==> src/hw/rtl/lbpt_pkg.sv <==
// Shared constants and codes for the buffer pool tag and replacement unit.
package lbpt_pkg;

  localparam int NumFramesDef    = 64;
  localparam int FileIdWidthDef  = 8;
  localparam int BlockNoWidthDef = 24;

  typedef enum logic [2:0] {
    OpAccess     = 3'd0,
    OpMarkDirty  = 3'd1,
    OpSetPin     = 3'd2,
    OpInvalidate = 3'd3,
    OpFlush      = 3'd4
  } op_e;

  typedef enum logic [2:0] {
    StsHit       = 3'd0,
    StsFreeFill  = 3'd1,
    StsCleanEvct = 3'd2,
    StsDirtyEvct = 3'd3,
    StsAllPinned = 3'd4,
    StsFlushEnt  = 3'd5,
    StsDone      = 3'd6
  } status_e;

endpackage

==> src/hw/rtl/lru_buffer_pool_tags_unit.sv <==
// Buffer pool tag store with LRU replacement, pinning, invalidate and flush listing.
// Access runs a tag scan, a recency scan and a recency shift; invalidate runs a tag scan; mark
// dirty and set pin need no scan; flush runs a tag scan and waits on output stall. One item is
// in work at a time; the tag and recency memories each have a read and a write port and are
// swept one entry per cycle, but flush pauses at dirty entries. Reset clears all marks and the
// recency valid bits at once; no clearing pass is needed and items are taken right away.
module lru_buffer_pool_tags_unit #(
  parameter int NUM_FRAMES     = lbpt_pkg::NumFramesDef,
  parameter int FILE_ID_WIDTH  = lbpt_pkg::FileIdWidthDef,
  parameter int BLOCK_NO_WIDTH = lbpt_pkg::BlockNoWidthDef
) (
  input  logic                                clk_i,
  input  logic                                rst_ni,
  input  logic                                in_valid_i,
  output logic                                in_stall_o,
  input  logic [2:0]                          op_i,
  input  logic [FILE_ID_WIDTH-1:0]            file_id_i,
  input  logic [BLOCK_NO_WIDTH-1:0]           block_no_i,
  input  logic [$clog2(NUM_FRAMES)-1:0]       frame_sel_i,
  input  logic                                pin_value_i,
  output logic                                out_valid_o,
  input  logic                                out_stall_i,
  output logic [$clog2(NUM_FRAMES)-1:0]       frame_o,
  output logic [2:0]                          status_o,
  output logic [FILE_ID_WIDTH-1:0]            old_file_id_o,
  output logic [BLOCK_NO_WIDTH-1:0]           old_block_no_o,
  output logic                                last_o
);
  import lbpt_pkg::*;

  localparam int FW = $clog2(NUM_FRAMES);
  localparam int CW = $clog2(NUM_FRAMES + 1);
  localparam int TW = FILE_ID_WIDTH + BLOCK_NO_WIDTH;

  // Main sequencer. The lookup, invalidate and recency scans are pipelined: the address
  // of entry cnt is issued while the entry read in the previous cycle (chk_idx) is checked.
  typedef enum logic [3:0] {
    S_IDLE, S_LOOKUP, S_VSCAN, S_VREAD, S_VTAG, S_PSCAN, S_SHIFT, S_TAIL,
    S_RESULT, S_INV, S_FL_SCAN, S_FL_READ, S_FL_END
  } state_e;

  state_e                    state_q;
  logic [CW-1:0]             cnt_q;
  logic                      chk_v_q;
  logic [FW-1:0]             chk_idx_q;
  logic [FILE_ID_WIDTH-1:0]  fid_q;
  logic [BLOCK_NO_WIDTH-1:0] blk_q;
  logic                      free_found_q;
  logic [FW-1:0]             free_q;
  logic [FW-1:0]             tgt_q;
  logic [FW-1:0]             pos_q;
  status_e                   res_st_q;
  logic [TW-1:0]             res_old_q;
  logic                      pend_v_q;
  logic [FW-1:0]             pend_frame_q;
  logic [TW-1:0]             pend_old_q;
  logic [NUM_FRAMES-1:0]     valid_q, dirty_q, pin_q, ord_v_q;

  logic                      out_valid_q;
  logic [FW-1:0]             out_frame_q;
  status_e                   out_status_q;
  logic [TW-1:0]             out_old_q;
  logic                      out_last_q;

  // Tag memory: file id and block number per frame. Contents only count where valid_q is set.
  logic [TW-1:0] tag_mem [NUM_FRAMES];
  logic [TW-1:0] tag_rd_q;
  logic [FW-1:0] tag_raddr;
  logic          tag_we;

  // Recency memory: position to frame, least recent at position 0. A position whose valid
  // bit is still clear reads as its own index.
  logic [FW-1:0] ord_mem [NUM_FRAMES];
  logic [FW-1:0] ord_rd_q, ord_ridx_q, ord_raddr, ord_waddr, ord_wdata, ord_eff;
  logic          ord_rdv_q, ord_we;

  logic          cnt_in;
  logic [FW-1:0] cnt_idx;
  logic          out_free;
  logic          accept;

  assign cnt_in   = (cnt_q < CW'(NUM_FRAMES));
  assign cnt_idx  = cnt_in ? cnt_q[FW-1:0] : '0;
  assign out_free = !out_valid_q || !out_stall_i;
  assign accept   = in_valid_i && !in_stall_o;
  assign ord_eff  = ord_rdv_q ? ord_rd_q : ord_ridx_q;

  assign in_stall_o     = (state_q != S_IDLE);
  assign out_valid_o    = out_valid_q;
  assign frame_o        = out_frame_q;
  assign status_o       = out_status_q;
  assign old_file_id_o  = out_old_q[TW-1:BLOCK_NO_WIDTH];
  assign old_block_no_o = out_old_q[BLOCK_NO_WIDTH-1:0];
  assign last_o         = out_last_q;

  always_comb begin
    tag_raddr = (state_q == S_VREAD) ? tgt_q : cnt_idx;
    tag_we    = (state_q == S_VTAG);
    ord_raddr = cnt_idx;
    ord_we    = 1'b0;
    ord_waddr = chk_idx_q;
    ord_wdata = ord_eff;
    if (state_q == S_SHIFT && chk_v_q) begin
      ord_we = 1'b1;
    end else if (state_q == S_TAIL) begin
      ord_we    = 1'b1;
      ord_waddr = FW'(NUM_FRAMES - 1);
      ord_wdata = tgt_q;
    end
  end

  always_ff @(posedge clk_i) begin
    if (tag_we) begin
      tag_mem[tgt_q] <= {fid_q, blk_q};
    end
    tag_rd_q <= tag_mem[tag_raddr];
  end

  always_ff @(posedge clk_i) begin
    if (ord_we) begin
      ord_mem[ord_waddr] <= ord_wdata;
    end
    ord_rd_q   <= ord_mem[ord_raddr];
    ord_ridx_q <= ord_raddr;
  end

  always_ff @(posedge clk_i or negedge rst_ni) begin
    if (!rst_ni) begin
      state_q      <= S_IDLE;
      cnt_q        <= '0;
      chk_v_q      <= 1'b0;
      chk_idx_q    <= '0;
      free_found_q <= 1'b0;
      pend_v_q     <= 1'b0;
      valid_q      <= '0;
      dirty_q      <= '0;
      pin_q        <= '0;
      ord_v_q      <= '0;
      ord_rdv_q    <= 1'b0;
      out_valid_q  <= 1'b0;
    end else begin
      ord_rdv_q <= ord_v_q[ord_raddr];
      if (ord_we) begin
        ord_v_q[ord_waddr] <= 1'b1;
      end
      if (out_valid_q && !out_stall_i) begin
        out_valid_q <= 1'b0;
      end

      case (state_q)
        S_IDLE: begin
          if (accept) begin
            fid_q        <= file_id_i;
            blk_q        <= block_no_i;
            cnt_q        <= '0;
            chk_v_q      <= 1'b0;
            free_found_q <= 1'b0;
            pend_v_q     <= 1'b0;
            tgt_q        <= '0;
            res_st_q     <= StsDone;
            res_old_q    <= '0;
            case (op_i)
              OpAccess:     state_q <= S_LOOKUP;
              OpInvalidate: state_q <= S_INV;
              OpFlush:      state_q <= S_FL_SCAN;
              OpMarkDirty: begin
                if ({1'b0, frame_sel_i} < (FW+1)'(NUM_FRAMES)) begin
                  dirty_q[frame_sel_i] <= 1'b1;
                end
                state_q <= S_RESULT;
              end
              OpSetPin: begin
                if ({1'b0, frame_sel_i} < (FW+1)'(NUM_FRAMES)) begin
                  pin_q[frame_sel_i] <= pin_value_i;
                end
                state_q <= S_RESULT;
              end
              default: state_q <= S_RESULT;
            endcase
          end
        end

        // Tag lookup; the lowest invalid frame is noted on the way.
        S_LOOKUP: begin
          chk_v_q   <= cnt_in;
          chk_idx_q <= cnt_idx;
          if (cnt_in) begin
            cnt_q <= cnt_q + CW'(1);
            if (!valid_q[cnt_idx] && !free_found_q) begin
              free_found_q <= 1'b1;
              free_q       <= cnt_idx;
            end
          end
          if (chk_v_q && valid_q[chk_idx_q] && tag_rd_q == {fid_q, blk_q}) begin
            tgt_q    <= chk_idx_q;
            res_st_q <= StsHit;
            cnt_q    <= '0;
            chk_v_q  <= 1'b0;
            state_q  <= S_PSCAN;
          end else if (!cnt_in && !chk_v_q) begin
            cnt_q <= '0;
            if (free_found_q) begin
              tgt_q    <= free_q;
              res_st_q <= StsFreeFill;
              state_q  <= S_VREAD;
            end else begin
              state_q <= S_VSCAN;
            end
          end
        end

        // Walk the recency order from least recent for the first unpinned frame.
        S_VSCAN: begin
          chk_v_q   <= cnt_in;
          chk_idx_q <= cnt_idx;
          if (cnt_in) begin
            cnt_q <= cnt_q + CW'(1);
          end
          if (chk_v_q && !pin_q[ord_eff]) begin
            tgt_q    <= ord_eff;
            pos_q    <= chk_idx_q;
            res_st_q <= dirty_q[ord_eff] ? StsDirtyEvct : StsCleanEvct;
            chk_v_q  <= 1'b0;
            state_q  <= S_VREAD;
          end else if (!cnt_in && !chk_v_q) begin
            tgt_q    <= '0;
            res_st_q <= StsAllPinned;
            state_q  <= S_RESULT;
          end
        end

        S_VREAD: begin
          state_q <= S_VTAG;
        end

        // Old tags are out of the memory now; the new tags go in this cycle.
        S_VTAG: begin
          res_old_q      <= (res_st_q == StsDirtyEvct) ? tag_rd_q : '0;
          valid_q[tgt_q] <= 1'b1;
          dirty_q[tgt_q] <= 1'b0;
          chk_v_q        <= 1'b0;
          if (res_st_q == StsFreeFill) begin
            cnt_q   <= '0;
            state_q <= S_PSCAN;
          end else begin
            cnt_q   <= CW'(pos_q) + CW'(1);
            state_q <= S_SHIFT;
          end
        end

        // Find where the touched frame sits in the recency order.
        S_PSCAN: begin
          chk_v_q   <= cnt_in;
          chk_idx_q <= cnt_idx;
          if (cnt_in) begin
            cnt_q <= cnt_q + CW'(1);
          end
          if (chk_v_q && ord_eff == tgt_q) begin
            pos_q   <= chk_idx_q;
            cnt_q   <= CW'(chk_idx_q) + CW'(1);
            chk_v_q <= 1'b0;
            state_q <= S_SHIFT;
          end
        end

        // Move every later entry down one place; cnt is the read pointer, one ahead.
        S_SHIFT: begin
          chk_v_q   <= cnt_in;
          chk_idx_q <= cnt_idx - FW'(1);
          if (cnt_in) begin
            cnt_q <= cnt_q + CW'(1);
          end else if (!chk_v_q) begin
            state_q <= S_TAIL;
          end
        end

        S_TAIL: begin
          state_q <= S_RESULT;
        end

        S_RESULT: begin
          if (out_free) begin
            out_valid_q  <= 1'b1;
            out_frame_q  <= tgt_q;
            out_status_q <= res_st_q;
            out_old_q    <= res_old_q;
            out_last_q   <= 1'b1;
            state_q      <= S_IDLE;
          end
        end

        S_INV: begin
          chk_v_q   <= cnt_in;
          chk_idx_q <= cnt_idx;
          if (cnt_in) begin
            cnt_q <= cnt_q + CW'(1);
          end
          if (chk_v_q && tag_rd_q[TW-1:BLOCK_NO_WIDTH] == fid_q) begin
            valid_q[chk_idx_q] <= 1'b0;
          end
          if (!cnt_in && !chk_v_q) begin
            state_q <= S_RESULT;
          end
        end

        // Flush holds one found entry back so that the final beat can carry last.
        S_FL_SCAN: begin
          if (!cnt_in) begin
            state_q <= S_FL_END;
          end else if (valid_q[cnt_idx] && dirty_q[cnt_idx]) begin
            state_q <= S_FL_READ;
          end else begin
            cnt_q <= cnt_q + CW'(1);
          end
        end

        S_FL_READ: begin
          if (!pend_v_q || out_free) begin
            if (pend_v_q) begin
              out_valid_q  <= 1'b1;
              out_frame_q  <= pend_frame_q;
              out_status_q <= StsFlushEnt;
              out_old_q    <= pend_old_q;
              out_last_q   <= 1'b0;
            end
            pend_v_q     <= 1'b1;
            pend_frame_q <= cnt_idx;
            pend_old_q   <= tag_rd_q;
            cnt_q        <= cnt_q + CW'(1);
            state_q      <= S_FL_SCAN;
          end
        end

        S_FL_END: begin
          if (out_free) begin
            out_valid_q <= 1'b1;
            out_last_q  <= 1'b1;
            if (pend_v_q) begin
              out_frame_q  <= pend_frame_q;
              out_status_q <= StsFlushEnt;
              out_old_q    <= pend_old_q;
            end else begin
              out_frame_q  <= '0;
              out_status_q <= StsDone;
              out_old_q    <= '0;
            end
            pend_v_q <= 1'b0;
            state_q  <= S_IDLE;
          end
        end

        default: state_q <= S_IDLE;
      endcase
    end
  end

endmodule
==> config.mk <==
export PLATFORM = sky130hd
export DESIGN_NAME = lru_buffer_pool_tags_unit
export DESIGN_NICKNAME = d
export VERILOG_FILES = /design/src/hw/rtl/lbpt_pkg.sv /design/src/hw/rtl/lru_buffer_pool_tags_unit.sv
export SDC_FILE = /design/constraint.sdc
export NUM_CORES = 2
export LEC_CHECK = 0
export ABC_AREA = 1
export CAP_MARGIN = 20
export CORE_ASPECT_RATIO = 1.75
export CORE_UTILIZATION = 57
export DETAILED_ROUTE_END_ITERATION = 16
export DONT_BUFFER_PORTS = 1
export PLACE_DENSITY = 0.75
export SLEW_MARGIN = 20
export SYNTH_ARGS = -nofsm -noshare
export SYNTH_HDL_FRONTEND = slang
export SYNTH_SLANG_ARGS = --single-unit
==> constraint.sdc <==
create_clock -name clk_i -period 4.9 [get_ports clk_i]
set_input_delay 1.225 -clock clk_i [delete_from_list [all_inputs] [get_ports clk_i]]
set_output_delay 1.225 -clock clk_i [all_outputs]
set_load 0.01 [all_outputs]
# [Word level (Yosys, flattened, before mapping)]
# Memories as Yosys holds them, arrays and structs flattened. A register that Yosys moved wholly into a read port is not among the register bits.
# Cells that the tools add are included.
[totals] ff_bits=449 mem_bits_rw=2432 in_bits=46 output_inout_bits=44 elab_cells=276 n_memories=2
[memory_table] memory="tag_mem" words=64 width=32 read_ports=1 rd_ports_with_merged_regs=1 wr=1 line="lru_buffer_pool_tags_unit.sv:66" source="logic [TW-1:0] tag_mem [NUM_FRAMES];"
[memory_table] memory="ord_mem" words=64 width=6 read_ports=1 rd_ports_with_merged_regs=1 wr=1 line="lru_buffer_pool_tags_unit.sv:73" source="logic [FW-1:0] ord_mem [NUM_FRAMES];"
[op_classes] addsub=4 magnitude_cmp=11 n_eq_ne=41 muxes=125 bitwise_logic=7 reduce_logical=60
[ops] op="64-bit one-hot mux with 2 select lines" n=2
[ops] op="32-bit 2-to-1 mux" n=7
[ops] op="64-bit 2-to-1 mux" n=3
[ops] op="64-bit OR" n=3
[ops] op="64-bit AND" n=2
[ops] op="64-bit inverter" n=2
[ops] op="6-bit 2-to-1 mux" n=20
[ops] op="32-bit one-hot mux with 3 select lines" n=1
[ops] op="64-bit bitwise mux" n=1
[ops] op="32-bit one-hot mux with 2 select lines" n=1
[ops] op="7-bit 2-to-1 mux" n=9
[ops] op="7-bit one-hot mux with 7 select lines" n=1
[ops] op="4-bit 2-to-1 mux" n=12
[ops] op="4-bit one-hot mux with 12 select lines" n=1
[ops] op="6-bit by 7-bit less-than comparator with 1-bit output (second input constant)" n=6
[ops] op="1-bit binary-select mux with 6-bit select" n=6
[ops] op="6-bit one-hot mux with 3 select lines" n=2
[ops] op="1-bit 2-to-1 mux" n=33
[ops] op="32-bit equality test" n=1
[ops] op="3-bit 2-to-1 mux" n=10
[ops] op="2-bit != test (second input constant)" n=14
[ops] op="1-bit demux with 6-bit select" n=4
[ops] op="6-bit by 1-bit >= comparator with 1-bit output (second input constant)" n=4
[ops] op="6-bit one-hot mux with 2 select lines" n=2
[ops] op="40 further kinds" n=101

# [Longest topological paths before layout]
[logic_depth] depth_word=9 ltp_mapped=22 mapped_depth_nobuf=19

# [Worst setup path before layout]
# No wires, ideal clock.
[synth_path] path_type="input to register" start="input out_stall_i" end="register out_frame_q[0] (netlist: frame_o[0]) (enable)" setup_time_ns=0.501 arrival_time_ns=4.529 t_required_ns=4.399 slack_ns=-0.131 path_stages=3 path_buffers=0 path_cell_list="nand2_1 o21ai_0 a211oi_1"
[synth_between] elab_chain_cells=5 word_cells_on_any_way=7 cone_classes="eq/ne (3); reduce/logical (4)"
[synth_rtl] item="start: declaration" line="lru_buffer_pool_tags_unit.sv:22" source="input logic out_stall_i,"
[synth_rtl] item="1-bit zero test *" line="lru_buffer_pool_tags_unit.sv:84" source="assign out_free = !out_valid_q || !out_stall_i;"
[synth_rtl] item="1-bit logical OR *" line="lru_buffer_pool_tags_unit.sv:84"
[synth_rtl] item="1-bit logical OR" line="lru_buffer_pool_tags_unit.sv:318" source="if (!pend_v_q || out_free) begin"
[synth_rtl] item="2-bit != test (no source line)"
[synth_rtl] item="6-bit AND reduction (no source line) *"
[synth_rtl] item="end signal: assignment" line="lru_buffer_pool_tags_unit.sv:284" source="out_frame_q <= tgt_q;"
[synth_rtl] item="end signal: assignment" line="lru_buffer_pool_tags_unit.sv:321" source="out_frame_q <= pend_frame_q;"
[synth_rtl] item="end signal: assignment" line="lru_buffer_pool_tags_unit.sv:339" source="out_frame_q <= pend_frame_q;"
[synth_rtl] item="end: declaration" line="lru_buffer_pool_tags_unit.sv:60" source="logic [FW-1:0] out_frame_q;"
# Mark *: on every way between the ends. The rest lies on a longest branch, timed or not.
# A chain may end at the register's enable or synchronous reset.

# [Worst setup path after layout]
[layout_path] start="register cnt_q[4]" end="register tag_rd_q[15] (read register of tag_mem)"
[layout_between] elab_chain_cells=3
[layout_rtl] item="start: declaration" line="lru_buffer_pool_tags_unit.sv:43" source="logic [CW-1:0] cnt_q;"
[layout_rtl] item="start signal: assignment" line="lru_buffer_pool_tags_unit.sv:188" source="cnt_q <= cnt_q + CW'(1);"
[layout_rtl] item="start signal: assignment" line="lru_buffer_pool_tags_unit.sv:217" source="cnt_q <= cnt_q + CW'(1);"
[layout_rtl] item="start signal: assignment" line="lru_buffer_pool_tags_unit.sv:246" source="cnt_q <= CW'(pos_q) + CW'(1);"
[layout_rtl] item="7-bit less-than comparator" line="lru_buffer_pool_tags_unit.sv:82" source="assign cnt_in = (cnt_q < CW'(NUM_FRAMES));"
[layout_rtl] item="6-bit 2-to-1 mux *" line="lru_buffer_pool_tags_unit.sv:83" source="assign cnt_idx = cnt_in ? cnt_q[FW-1:0] : '0;"
[layout_rtl] item="6-bit 2-to-1 mux *" line="lru_buffer_pool_tags_unit.sv:97" source="tag_raddr = (state_q == S_VREAD) ? tgt_q : cnt_idx;"
[layout_rtl] item="end: declaration" line="lru_buffer_pool_tags_unit.sv:67" source="logic [TW-1:0] tag_rd_q;"
# Marked as above.

==> run metrics <==
run status=complete, but fails checks; violated checks=max-slew violations; Slew @ Worst Pin=1.75 ns; Hold Fails Final Rpt=0; vias in the first global route=84800; setup repair bufs after CTS=0; Detailed Route Iter0 Violations=11700; Post-Syn Area=122000 sq um; Flop pwr share=0.394; Worst Path Buf+Inv=3; post-DP HPWL=247 mm; antenna violations before repair=12; Pint=46.3 mW; die footprint=216000 sq um; top_reg_cell synth=edfxtp_1; post-synth cell types=55; Sw Ratio=0.387; flops & latches, synth=2919; Max Slew Vio Count=95; RSZ-0062 raised after global routing=false; DRC viols=0; Syn-to-layout area delta=10.3%; Worst setup SP type=register; final worst slack=0.546 ns; max-cap violations=0; PD cells=562 nW/um^2; multiplexer share of the synthesized area=0.00140; H-tree Lvls=4; remaining antenna violation count after routing=0; core area=212000 sq um; gr usage total=0.375; Hold Path Class=input pin to asynchronous set/reset pin; post-synthesis xor/xnor area fraction=0.00180; Placed Instance Area=126000 sq um; wire per inst=30.7 um; CTS Root Cell=clkbuf_16; Resized Gates After CTS=0; largest family of logic cells by synthesized area=compound AO/OA/AOI/OAI gates; final worst path period share=0.889; post-layout util=0.632; post-route cell area=134000 sq um; overall routed net length=406 mm; CP max stage delay=0.97 ns; Leak Pwr=46.6 nW; compound-gate portion of the synthesized area=0.139; # IOs=90; pre-CTS WS=0.929 ns; routability cong.=1.04; min Tclk post-route=4.35 ns; top cell type's share of synthesized area=0.640; WS Path Type=register to register; largest net degree at the start of global routing=282; cell at the slowest stage of the critical path=dfrtp_1; largest area contributor in the netlist=edfxtp_1; worst-path maximum fanout=32; synthesis warning total=0; # rows=224; syn_nets=10300; 1st-pass router iterations=8; CTS sink count=2919; Setup Viol. Count Final=0; cells along the critical path=inv_1, nor2_2, nand2_1, o21ai_4, inv_2, buf_4, nand3_1, nand3_1, nand2_1; Crit path required time=5.72 ns; via count=86500; CP top delay family=simple AND/OR/NAND/NOR gates; worst skew pair latency=0.94 ns; total negative slack=0 ns; sequential share of the synthesized area=0.705; Net Switching=29.3 mW; layout cells sized above 1=0.0920; Achievable Freq=230 MHz; PnR Total Power=75.5 mW; Clock transition at path regs=0.07 ns; Die H=613 um; Starting Density=0.573; Num CTS Buffers=242; Post-synth EDFFs=2597; hold buffers post-CTS=0; VDD IR max=0.633 mV; global-route wire length before repair=576 mm; Vias per Instance=6.54; Post-Syn Area per Cell=11.9 sq um; Fin Clk Skew=0.0649 ns; Worst Path Arrival=5.17 ns; Die Width=351 um; relative max-transition margin=-0.166; Port Buf Inserts=0; adder-cell area share of the yosys netlist=0.000616; Critical Path End Type=register; Gate power share=0.348; synth top area cells=edfxtp_1 (64%), dfrtp_1 (5.7%), nand2_1 (5.1%); Final nets=10200; Async S/R FF share, synth=0.0952; Bufs on Longest Clock Path=4; simple-gate area share of the yosys netlist=0.112; CTS tree=yes; Clock Power Share=0.259; Synth Instances=10200; global route overflow=0
## power by group through the flow
stage / Combinational [mW] / Sequential [mW] / Clock, mW
3_5_place_dp: 25.3 / 30.2 / 0
6_report: 26.3 / 29.7 / 19.5
5_1_grt: 27.6 / 29.7 / 20.4
4_1_cts: 25.5 / 29.6 / 19.6
2_1_floorplan: 15.4 / 29.8 / 0
3_3_place_gp: 24.8 / 30.2 / 0
## cells in the mapped netlist (6+ instances only)
cell type,count
nor2_1,816
nor3_1,109
o21bai_1,416
o21ai_0,1077
o311ai_0,9
nand4_1,28
o221ai_1,19
clkbuf_1,251
mux2i_1,17
a31oi_1,123
or2_2,47
xnor2_1,8
buf_1,29
nor4_1,8
buf_6,23
a221oi_1,15
inv_2,14
clkinv_1,11
dfrtp_1,278
nand2_1,1639
o2111ai_1,6
nor3_2,11
dfxtp_1,44
inv_1,435
ha_1,6
buf_4,25
a21oi_1,201
a211oi_1,8
o32ai_1,26
edfxtp_1,2597
buf_2,349
xor2_1,17
o21ai_1,362
o211ai_1,382
nand3_1,605
o22ai_1,168
nand2_2,6
## worst paths after layout
path                               from           end  slack (ns)  cells after the start
hold / removal                   rst_ni    ord_v_q[4]        0.04                      0
setup / recovery               cnt_q[4]  tag_rd_q[15]        0.55                      9
hold reg to reg              ord_v_q[0]    ord_v_q[0]        0.46                      2
max in group asynchronous        rst_ni   ord_v_q[31]        3.49                      0
setup reg to reg               cnt_q[4]  tag_rd_q[15]        0.55                      9
min in group clk_i         file_id_i[6]      fid_q[6]        0.41                      0
## worst reg2reg max path: stages (launching register included)
cell and delay, ns:
dfrtp_1 0.97, inv_1 0.35, nor2_2 0.69, nand2_1 0.20, o21ai_4 0.16, inv_2 0.36, buf_4 0.47, nand3_1 0.26
nand3_1 0.58, nand2_1 0.22
## registers in the layout, summed over array words and instances (netlist names), 24 cells and up
signal and cells:
tag_mem 2048, ord_mem 384, dirty_q 64, ord_v_q 64, pin_q 64, valid_q 64
out_old_q 32, pend_old_q 32, res_old_q 32, tag_rd_q 32, blk_q 24
## routing by layer
layer,up-vias,wire length [um],global-route usage
met5,-,57,0
met2,5903,193000,0.605
met3,1736,37000,0.0649
met4,8,52500,0.400
met1,41800,123000,0.399
li1,37000,-,-
## cell type report
type,count,area (sq um)
diodes,8,20.0
multi-input cells,6160,31600
clock inverters,131,1320
inverters,461,1770
flip-flops and latches,2919,85800
repair buffers,404,3770
fillers,15800,78100
clock buffers,311,6520
well taps,2825,3530
## layout by cell type (no fill, tap or decap), types with 37 or more instances in the layout
cell       instances
clkinv_2          37
dfxtp_1           44
o22ai_1          168
a31oi_1          122
clkbuf_1          52
o21ai_0         1066
clkinv_1          47
or2_2             47
buf_12            59
inv_1            428
nand3_1          605
o21ai_1          361
edfxtp_1        2597
a21oi_1          199
nor2_1           810
o21bai_1         416
buf_4            345
dfrtp_1          278
nor3_1            39
clkbuf_16        245
nand2_1         1638
o211ai_1         382
nor3_2            79
## kinds of logic (layout without fill, tap and decap cells)
logic type	Yosys count	after routing
and+or+nand+nor	3282	3282
DFF	2919	2919
AOI/OAI and AO/OA	2830	2830
buffers and inverters	1143	1307
xor gates and xnor gates	25	25
muxes	17	17
adders and majority gates	6	6
other	0	8
## metrics by stage
stage	instances	hold WS [ns]
CTS	13200	0.0226
global route	13200	0.0197
floorplan	10200	0.408
global placement	12800	0.438
finish	13200	0.0404
detailed placement	12800	0.445
No activity file was read; power rests on OpenSTA's default activity.
